## config.mk

```make
export PLATFORM = sky130hd
export DESIGN_NAME = message_fifo_with_unique_post
export DESIGN_NICKNAME = d
export VERILOG_FILES = /design/src/sv/mfq_pkg.sv /design/src/sv/message_fifo_with_unique_post.sv
export SDC_FILE = /design/constraint.sdc
export NUM_CORES = 2
export LEC_CHECK = 0
export BUFFER_PORTS_ARGS = -buffer_cell sky130_fd_sc_hd__buf_4
export CAP_MARGIN = 30
export CORE_ASPECT_RATIO = 1.4
export CORE_MARGIN = 2
export CORE_UTILIZATION = 45
export DETAILED_ROUTE_END_ITERATION = 10
export PLACE_DENSITY = 0.69
export SYNTH_ARGS = -nofsm -noshare
export SYNTH_HDL_FRONTEND = slang
export SYNTH_SLANG_ARGS = --single-unit
```

## constraint.sdc

```tcl
create_clock -name clk_i -period 14.1 [get_ports clk_i]
set_input_delay 1.41 -clock clk_i [delete_from_list [all_inputs] [get_ports clk_i]]
set_output_delay 1.41 -clock clk_i [all_outputs]
set_load 0.02 [all_outputs]
```

## src/sv/mfq_pkg.sv

```systemverilog
// Package with the shared types, constants and ring index helper of the message queue.
package mfq_pkg;

  // Ring geometry.
  localparam int Depth = 16;
  localparam int IdxW  = (Depth > 1) ? $clog2(Depth) : 1;
  localparam int CntW  = $clog2(Depth + 1);
  localparam int CntXW = CntW + 1;

  // Fixed field widths.
  localparam int OpW   = 2;
  localparam int IdW   = 16;
  localparam int ParW  = 32;
  localparam int StatW = 2;
  localparam int CapW  = 5;
  localparam int FillW = 5;
  localparam int CmpW  = (CntW > CapW) ? CntW : CapW;

  localparam logic [CapW-1:0] CapReset = CapW'(16);

  typedef logic [IdxW-1:0] idx_t;
  typedef logic [CntW-1:0] cnt_t;

  typedef enum logic [OpW-1:0] {
    OP_POST   = 2'd0,
    OP_UNIQUE = 2'd1,
    OP_ACCEPT = 2'd2,
    OP_NONE   = 2'd3
  } op_e;

  typedef enum logic [StatW-1:0] {
    STAT_OK    = 2'd0,
    STAT_FULL  = 2'd1,
    STAT_EMPTY = 2'd2,
    STAT_DUP   = 2'd3
  } status_e;

  typedef enum logic [1:0] {
    ST_IDLE,
    ST_SCAN,
    ST_POP
  } state_e;

  // One stored message.
  typedef struct packed {
    logic [IdW-1:0]  id;
    logic [ParW-1:0] lo;
    logic [ParW-1:0] hi;
  } entry_t;

  // Advance a ring index, wrapping at the capacity in effect or at the ring end.
  function automatic idx_t next_slot(idx_t idx, cnt_t cap);
    logic [CntXW-1:0] n;
    n = CntXW'(idx) + CntXW'(1);
    if (n >= CntXW'(cap) || n >= CntXW'(Depth)) begin
      return '0;
    end
    return IdxW'(n);
  endfunction

endpackage

```

## src/sv/message_fifo_with_unique_post.sv

```systemverilog
// Circular message queue with plain post, unique post and accept of the oldest entry.
//
//  Channel   | Handshake                | Payload
//  ----------+--------------------------+------------------------------------------------
//  command   | start_i, busy_o          | opcode_i, message_id_i, low_param_i, high_param_i
//  result    | done_o (one-cycle strobe) | status_o, out_message_id_o, out_low_param_o,
//            |                          | out_high_param_o, fill_count_o
//  config    | queue_capacity_we_i      | queue_capacity_i
//
// A post, or the unused opcode, gives its result in the cycle after it is taken and
// busy_o stays low. An accept of a non-empty queue does one memory read and then the
// pop. A unique post reads one stored id per cycle from the single memory read port,
// one id for each held entry, until an id matches or every held entry has been read.
// Reset clears the indices and the count and sets the capacity to 16; the memory
// itself is not cleared. The receiver cannot stall: each result shows for one cycle.
module message_fifo_with_unique_post (
  input  logic                           clk_i,
  input  logic                           rst_ni,
  input  logic                           start_i,
  output logic                           busy_o,
  input  logic [mfq_pkg::OpW-1:0]        opcode_i,
  input  logic [mfq_pkg::IdW-1:0]        message_id_i,
  input  logic [mfq_pkg::ParW-1:0]       low_param_i,
  input  logic [mfq_pkg::ParW-1:0]       high_param_i,
  input  logic                           queue_capacity_we_i,
  input  logic [mfq_pkg::CapW-1:0]       queue_capacity_i,
  output logic                           done_o,
  output logic [mfq_pkg::StatW-1:0]      status_o,
  output logic [mfq_pkg::IdW-1:0]        out_message_id_o,
  output logic [mfq_pkg::ParW-1:0]       out_low_param_o,
  output logic [mfq_pkg::ParW-1:0]       out_high_param_o,
  output logic [mfq_pkg::FillW-1:0]      fill_count_o
);
  import mfq_pkg::*;

  // Control state.
  state_e            state_q, state_d;
  idx_t              wr_idx_q, wr_idx_d;
  idx_t              rd_idx_q, rd_idx_d;
  idx_t              scan_idx_q, scan_idx_d;
  cnt_t              count_q, count_d;
  cnt_t              left_q, left_d;
  logic [CapW-1:0]   cap_q, cap_d;
  logic              done_q, done_d;

  // Pending unique post and result payload.
  entry_t            pend_q, pend_d;
  logic [StatW-1:0]  status_q, status_d;
  entry_t            res_q, res_d;
  logic [FillW-1:0]  fill_q, fill_d;

  // Memory and its ports.
  entry_t            mem [Depth];
  entry_t            rdata_q;
  logic              mem_we, mem_re;
  idx_t              mem_waddr, mem_raddr;
  entry_t            mem_wdata;

  logic              accept;
  logic              full;
  logic              id_hit;
  logic              post_req;
  cnt_t              eff_cap;
  entry_t            in_entry;
  idx_t              scan_next;

  assign accept   = start_i && (state_q == ST_IDLE);
  assign in_entry = '{id: message_id_i, lo: low_param_i, hi: high_param_i};

  // Capacity in effect saturates at the ring depth.
  assign eff_cap = (CmpW'(cap_q) > CmpW'(Depth)) ? CntW'(Depth) : CntW'(cap_q);
  assign full    = (count_q >= eff_cap);
  assign id_hit  = (rdata_q.id == pend_q.id);
  assign scan_next = next_slot(scan_idx_q, eff_cap);

  // Next state.
  always_comb begin
    state_d = state_q;
    case (state_q)
      ST_IDLE: begin
        if (accept && count_q != '0) begin
          if (op_e'(opcode_i) == OP_UNIQUE) begin
            state_d = ST_SCAN;
          end else if (op_e'(opcode_i) == OP_ACCEPT) begin
            state_d = ST_POP;
          end
        end
      end
      ST_SCAN: begin
        if (id_hit || left_q == CntW'(1)) begin
          state_d = ST_IDLE;
        end
      end
      ST_POP: begin
        state_d = ST_IDLE;
      end
      default: begin
        state_d = ST_IDLE;
      end
    endcase
  end

  // Datapath, memory control and result.
  always_comb begin
    wr_idx_d   = wr_idx_q;
    rd_idx_d   = rd_idx_q;
    scan_idx_d = scan_idx_q;
    count_d    = count_q;
    left_d     = left_q;
    cap_d      = cap_q;
    pend_d     = pend_q;
    done_d     = 1'b0;
    status_d   = status_q;
    res_d      = res_q;
    fill_d     = fill_q;
    mem_we     = 1'b0;
    mem_re     = 1'b0;
    mem_raddr  = rd_idx_q;
    mem_waddr  = wr_idx_q;
    mem_wdata  = (state_q == ST_IDLE) ? in_entry : pend_q;
    post_req   = 1'b0;

    case (state_q)
      ST_IDLE: begin
        if (accept) begin
          case (op_e'(opcode_i))
            OP_POST: begin
              post_req = 1'b1;
            end
            OP_UNIQUE: begin
              if (count_q == '0) begin
                post_req = 1'b1;
              end else begin
                mem_re     = 1'b1;
                scan_idx_d = rd_idx_q;
                left_d     = count_q;
                pend_d     = in_entry;
              end
            end
            OP_ACCEPT: begin
              if (count_q == '0) begin
                done_d   = 1'b1;
                status_d = STAT_EMPTY;
                res_d    = '0;
                fill_d   = FillW'(count_q);
              end else begin
                mem_re = 1'b1;
              end
            end
            default: begin
              done_d   = 1'b1;
              status_d = STAT_OK;
              res_d    = '0;
              fill_d   = FillW'(count_q);
            end
          endcase
        end
      end
      ST_SCAN: begin
        if (id_hit) begin
          done_d   = 1'b1;
          status_d = STAT_DUP;
          res_d    = '0;
          fill_d   = FillW'(count_q);
        end else if (left_q == CntW'(1)) begin
          post_req = 1'b1;
        end else begin
          mem_re     = 1'b1;
          mem_raddr  = scan_next;
          scan_idx_d = scan_next;
          left_d     = left_q - CntW'(1);
        end
      end
      ST_POP: begin
        done_d   = 1'b1;
        status_d = STAT_OK;
        res_d    = rdata_q;
        rd_idx_d = next_slot(rd_idx_q, eff_cap);
        count_d  = count_q - CntW'(1);
        fill_d   = FillW'(count_q - CntW'(1));
      end
      default: begin
      end
    endcase

    // Append at the write index unless the queue is full.
    if (post_req) begin
      done_d = 1'b1;
      res_d  = '0;
      if (full) begin
        status_d = STAT_FULL;
        fill_d   = FillW'(count_q);
      end else begin
        status_d = STAT_OK;
        mem_we   = 1'b1;
        wr_idx_d = next_slot(wr_idx_q, eff_cap);
        count_d  = count_q + CntW'(1);
        fill_d   = FillW'(count_q + CntW'(1));
      end
    end

    // A capacity write empties the queue.
    if (queue_capacity_we_i) begin
      cap_d    = queue_capacity_i;
      wr_idx_d = '0;
      rd_idx_d = '0;
      count_d  = '0;
    end
  end

  // Control registers.
  always_ff @(posedge clk_i or negedge rst_ni) begin
    if (!rst_ni) begin
      state_q    <= ST_IDLE;
      wr_idx_q   <= '0;
      rd_idx_q   <= '0;
      scan_idx_q <= '0;
      count_q    <= '0;
      left_q     <= '0;
      cap_q      <= CapReset;
      done_q     <= 1'b0;
    end else begin
      state_q    <= state_d;
      wr_idx_q   <= wr_idx_d;
      rd_idx_q   <= rd_idx_d;
      scan_idx_q <= scan_idx_d;
      count_q    <= count_d;
      left_q     <= left_d;
      cap_q      <= cap_d;
      done_q     <= done_d;
    end
  end

  // Payload registers.
  always_ff @(posedge clk_i) begin
    pend_q   <= pend_d;
    status_q <= status_d;
    res_q    <= res_d;
    fill_q   <= fill_d;
  end

  // Entry memory with one write port and one registered read port.
  always_ff @(posedge clk_i) begin
    if (mem_we) begin
      mem[mem_waddr] <= mem_wdata;
    end
    if (mem_re) begin
      rdata_q <= mem[mem_raddr];
    end
  end

  assign busy_o           = (state_q != ST_IDLE);
  assign done_o           = done_q;
  assign status_o         = status_q;
  assign out_message_id_o = res_q.id;
  assign out_low_param_o  = res_q.lo;
  assign out_high_param_o = res_q.hi;
  assign fill_count_o     = fill_q;

endmodule

```

Word level (Yosys, flattened, before mapping)
Memory sizes are Yosys's and may differ from the RTL's. A register that Yosys moved wholly into a read port is not among the register bits.
Index checks and enable logic that the tools add are counted.
Cells by class
  add/subtract/negate cells: 6
  order comparisons: 8
  eq/ne operators: 22
  mux-type cells: 83
  bitwise logic cells: 1
  reductions and logical operators: 24
Operator list (number)
  $mux 80: 4
  $pmux 80 s3: 1
  $pmux 80 s2: 1
  $mux 4: 19
  $mux 5: 15
  $mux 1: 23
  $ge 5x5->1: 4
  $pmux 5 s2: 2
  $eq 16x16->1: 1
  $mux 2: 8
  $ne 2x2->1 const B: 8
  $add 4x1->5 const B: 3
  $ge 5x5->1 const B: 3
  $pmux 5 s3: 1
  $reduce_and 5->1: 2
  $sub 5x1->5 const B: 2
  $ne 3x3->1 const B: 3
  $pmux 1 s2: 4
  $pmux 2 s2: 2
  $pmux 4 s2: 1
  $reduce_bool 2->1: 4
  $pmux 2 s3: 1
  $reduce_and 6->1: 1
  $add 5x1->5 const B: 1
  other kinds (21): 30
Storage, ports and cells
  bits in registers: 197
  bits in writable memories: 1280
  bits of input ports: 91
  output and inout port bits: 89
  word-level logic and storage cells: 161
  memories kept: 1
Memories
  mem: depth 16, bits a word 80, rd ports 1, clocked after Yosys merged registers in 1, write ports 1, RTL line message_fifo_with_unique_post.sv:53  | entry_t mem [Depth];

Logic depth before layout (Yosys ltp)
  depth in word-level cells: 11
  mapped depth: 15
  mapped depth without buffers: 12

Worst setup path after synthesis
No wires, ideal clock.
  path kind: input-to-reg
  start point: input opcode_i[1] in the netlist's numbering
  end point: memory mem[2][0] in the netlist's numbering, enable pin
  setup time: 0.616 ns
  arrival time: 7.942 ns
  data required time: 13.484 ns
  slack: 5.541 ns
  stages: 9
  buffers on the path: 1
  cells stage by stage: inv_1 -> ha_1 -> a21oi_1 -> nor2_1 -> a31o_2 -> o211a_1 -> buf_2 -> nand2_1 -> nor3_1
Between the ends
  cells in the longest elaborated chain, start to end: 7
  elaborated cells on any way between the ends: 8
  classes of those cells: eq/ne (1); mux (6); reduce/logical (1)
RTL lines
  start, declared: RTL line message_fifo_with_unique_post.sv:21  | input logic [mfq_pkg::OpW-1:0] opcode_i,
  $eq 2x1->1 or $logic_not 2->1 (tied branches): RTL line message_fifo_with_unique_post.sv:126  | case (op_e'(opcode_i))
  $pmux 1 s2 *: RTL line message_fifo_with_unique_post.sv:126
  $mux 1 *: RTL line message_fifo_with_unique_post.sv:125  | if (accept) begin
  $pmux 1 s2 *: RTL line message_fifo_with_unique_post.sv:123  | case (state_q)
  $mux 1 *: RTL line message_fifo_with_unique_post.sv:187  | if (post_req) begin
  $mux 1 *: RTL line message_fifo_with_unique_post.sv:244  | if (mem_we) begin
  $mux 1 (implied by the code) *: RTL line message_fifo_with_unique_post.sv:245  | mem[mem_waddr] <= mem_wdata;
  end, declared: RTL line message_fifo_with_unique_post.sv:53
Mark *: on every way between the ends. The rest lies on a longest branch, timed or not.

Final worst setup path
  start point: register count_q[0]
  end point: memory mem[14][40] in the netlist's numbering, enable pin
Between the ends
  cells in the longest elaborated chain, start to end: 8
  elaborated cells on any way between the ends: 10
  classes of those cells: order compare (1); mux (8); reduce/logical (1)
RTL lines
  start, declared: RTL line message_fifo_with_unique_post.sv:41  | cnt_t count_q, count_d;
  start signal, assigned: RTL line message_fifo_with_unique_post.sv:227  | count_q <= count_d;
  $logic_not 5->1: RTL line message_fifo_with_unique_post.sv:131  | if (count_q == '0) begin
  $mux 1: RTL line message_fifo_with_unique_post.sv:131
  $pmux 1 s2: RTL line message_fifo_with_unique_post.sv:126
  $mux 1: RTL line message_fifo_with_unique_post.sv:125
  $pmux 1 s2: RTL line message_fifo_with_unique_post.sv:123
  $mux 1 *: RTL line message_fifo_with_unique_post.sv:187
  $mux 1 *: RTL line message_fifo_with_unique_post.sv:244
  $mux 1 (implied by the code) *: RTL line message_fifo_with_unique_post.sv:245
Marked as above.

==> flow_summary.yaml <==
status:
  status: "completed"
global_routing:
  grt_pass1_vias: 37850
  grt_pass1_wl_um: 241000
  grt_max_degree: 220
  grt_usage_pct: 23.0
  grt.overflow.total: 0
  antenna_found_initial: 4
sta:
  period_minus_slack_ns: 5.60
  hold_viol_final: 0
  rsz0062_at_grt: "no"
  fin_crit_sh_pct: 39.7
  tightest_slew_ns: 1.43
  clock-skew-final_ns: 0.0259
  max_clock_freq_mhz: 179
  finalSetupViolations: 0
  slew_headroom_pct: 4.42
  fin_setup_tns_ns: 0
  slew_viol_final: 0
finish:
  layout_commonest_cell: "edfxtp_1"
  fin_nets: 5032
  fin_cells: 6807
  multi_input_area_um2: 14500
  mostFrequentLayoutCells: "1447 x edfxtp_1, 1398 x nand2_1, 890 x nand3_1"
  syn2layout_area_growth_pct: 12.5
  drive_gt1_share_pct: 11.7
  nFillCells: 11151
  seqCellArea_um2: 45800
floorplanning:
  dieArea_um2: 140000
  fp.dieH_um: 442
  pin_count: 180
  die_w_um: 317
  row_count: 160
  core_area_um2: 136000
  start_util_pct: 45.4
drt:
  ant_nets: 0
  wire_per_inst_um: 23.9
  vias: 39398
  vias_per_cell: 5.79
  drtIter0Drc: 4664
  drc: 0
  dr.pass1.iters: 5
  routed_wl_um: 163000
logic_synthesis:
  yosysWarnings: 0
  synthCells: 4813
  synth_seq_cells: 1557
  syn_area_per_cell_um2: 12.8
  synth_area_um2: 61700
  ys_seq_area_share_pct: 74.2
  synth-edff-count: 1447
  synthArstFlopShare_pct: 1.93
  synth_nets: 4941
  yosys_most_used_dff: "edfxtp_1"
  post_synth_num_cell_types: 51
critical_path:
  worst_ep_required_time_ns: 14.49
  crit_fanout: 41
  crit_path_frequent_cell: "buf_4"
  reg2reg_from: "count_q[0]"
  startpoint_type: "register"
  path_buf_inv: 3
  crit_path_end_kind: "register"
  arrival_ns: 5.99
  path_class: "register to register"
  crit_path_start: "count_q[0]"
  slowest_stage: "buf_4"
  path_cells: "inv_1, ha_1, nor4b_1, a21oi_1, nor2_1, a31o_4, o211a_1, nand2_1, nor2_4, buf_4, buf_4"
  crit_family: "simple AND/OR/NAND/NOR gates"
  reg2reg_slack_ns: 8.50
  slowest_delay_ns: 0.75
cts:
  clock_path_buffers: 3
  cts_setup_buffers: 0
  htree_levels: 4
  cts_root_buf: "clkbuf_16"
  clock_latency_ns: 0.79
  cts_tree: "done"
  clkSinkCount: 1557
  ctsHoldBuffers: 0
  clk_pin_slew_ns: 0.06
  cts-buffers-inserted: 142
  post_cts_resized: 0
worst_hold_path:
  hold_path.class: "register to register"
  worstHoldStart: "out_low_param_o[23]"
placement:
  detailed_place_hpwl_um: 82500
  numPlacedInstances: 6535
  globalplace.congestion: 0.797
  io_buffers: 179
power:
  pwr_density_cell_nw_per_um2: 187
  ir_drop_v: 0.000200
  p_leak_nw: 24.0
flow_run:
  drv_cap: 0
-- logic make-up (layout without fill, tap and decap cells) --
group | after synthesis | after routing | share of synthesized area [%]
adders and majority gates | 37 | 37 | 0.750
buffers and inverters | 343 | 551 | 2.68
AOI/OAI and AO/OA | 148 | 148 | 1.36
and+or+nand+nor | 2602 | 2602 | 18.8
other | 0 | 4 | 0
xor gates and xnor gates | 29 | 29 | 0.411
DFF | 1557 | 1557 | 74.2
muxes | 97 | 97 | 1.81
-- worst register-to-register path, delay by kind of cell, from the launching register on --
| family | cells | cell delay [ns] |
|---|---|---|
| simple gates | 4 | 1.75 |
| fa+ha+maj | 1 | 0.21 |
| buf+inv | 3 | 1.57 |
| flops | 1 | 0.42 |
| compound gates | 3 | 1.23 |
-- flip-flops by register name (all words and copies together) (netlist names), 5 cells and up --
name              flops
pend_q               80
cap_q                 5
out_high_param_o     32
rdata_q              80
left_q                5
out_low_param_o      32
mem                1280
out_message_id_o     16
fill_count_o          5
count_q               5
-- power by group --
part / switching, mW / internal (mW) / total (mW)
clock: 1.69 / 2.05 / 3.74
sequential: 0.206 / 5.73 / 5.94
combinational: 2.32 / 0.965 / 3.29
-- routing by layer --
layer / global-route usage, % / wire (µm) / vias up
li1: - / - / 17649
met1: 32.2 / 66300 / 19582
met4: 7.53 / 4700 / 2
met2: 36.5 / 77400 / 1870
met3: 4.06 / 14200 / 295
met5: 0 / 13 / -
-- area by class of cell --
| cell class | count | share of cell area (%) |
|---|---|---|
| multi-input cells | 2913 | 20.9 |
| clock inverters | 69 | 0.798 |
| inverters | 23 | 0.128 |
| repair buffers | 267 | 3.39 |
| clock buffers | 192 | 5.61 |
| diodes | 4 | 0.0144 |
| flip-flops and latches | 1557 | 66.0 |
| well taps | 1782 | 3.21 |
-- worst paths after layout --
check                      cells after the start                   to
max                                           11          mem[14][40]
min                                            2  out_low_param_o[23]
max reg2reg                                   11          mem[14][40]
min reg2reg                                    2  out_low_param_o[23]
max in group asynchronous                      1             cap_q[4]
min in group asynchronous                      1         mem_waddr[2]
-- synthesized netlist by cell type, types with 2 or more instances --
cell type	n	area (µm²)
edfxtp_1	1447	43500
nand2_1	1398	5250
nand3_1	890	4450
nand4_1	241	1510
buf_2	192	961
clkbuf_1	103	387
a21oi_1	93	465
mux2_2	85	957
dfxtp_1	80	1600
ha_1	37	463
nor2_1	33	124
dfrtp_1	29	726
inv_1	23	86.3
o21ai_0	23	115
xor2_1	23	201
buf_6	15	169
nor3_1	10	50.1
a21o_1	8	60.1
nand2b_1	8	50.1
mux2i_1	7	70.1
buf_1	6	22.5
o22ai_1	6	37.5
xnor2_1	6	52.6
buf_4	4	30.0
nor2b_1	4	25.0
nor4_1	4	25.0
a22oi_1	3	22.5
a31o_2	3	26.3
and3_1	3	18.8
mux2_4	3	45.0
mux2i_4	2	45.0
nor3b_1	2	15.0
nor4b_1	2	17.5
o211a_1	2	20.0
o211ai_1	2	15.0
-- stage by stage --
step	cell area (µm²)	hold slack (ns)	power [mW]	util (%)	worst slack [ns]
3_3_place_gp	64500	0.442	9.16	47.4	8.05
4_1_cts	69300	0.452	13.0	50.9	8.34
3_5_place_dp	64800	0.443	9.28	47.7	8.07
2_1_floorplan	61700	0.473	8.23	-	5.54
6_report	69400	0.450	13.0	51.1	8.50
5_1_grt	69400	0.470	13.5	51.1	8.19
No activity file was read; power rests on OpenSTA's default activity.
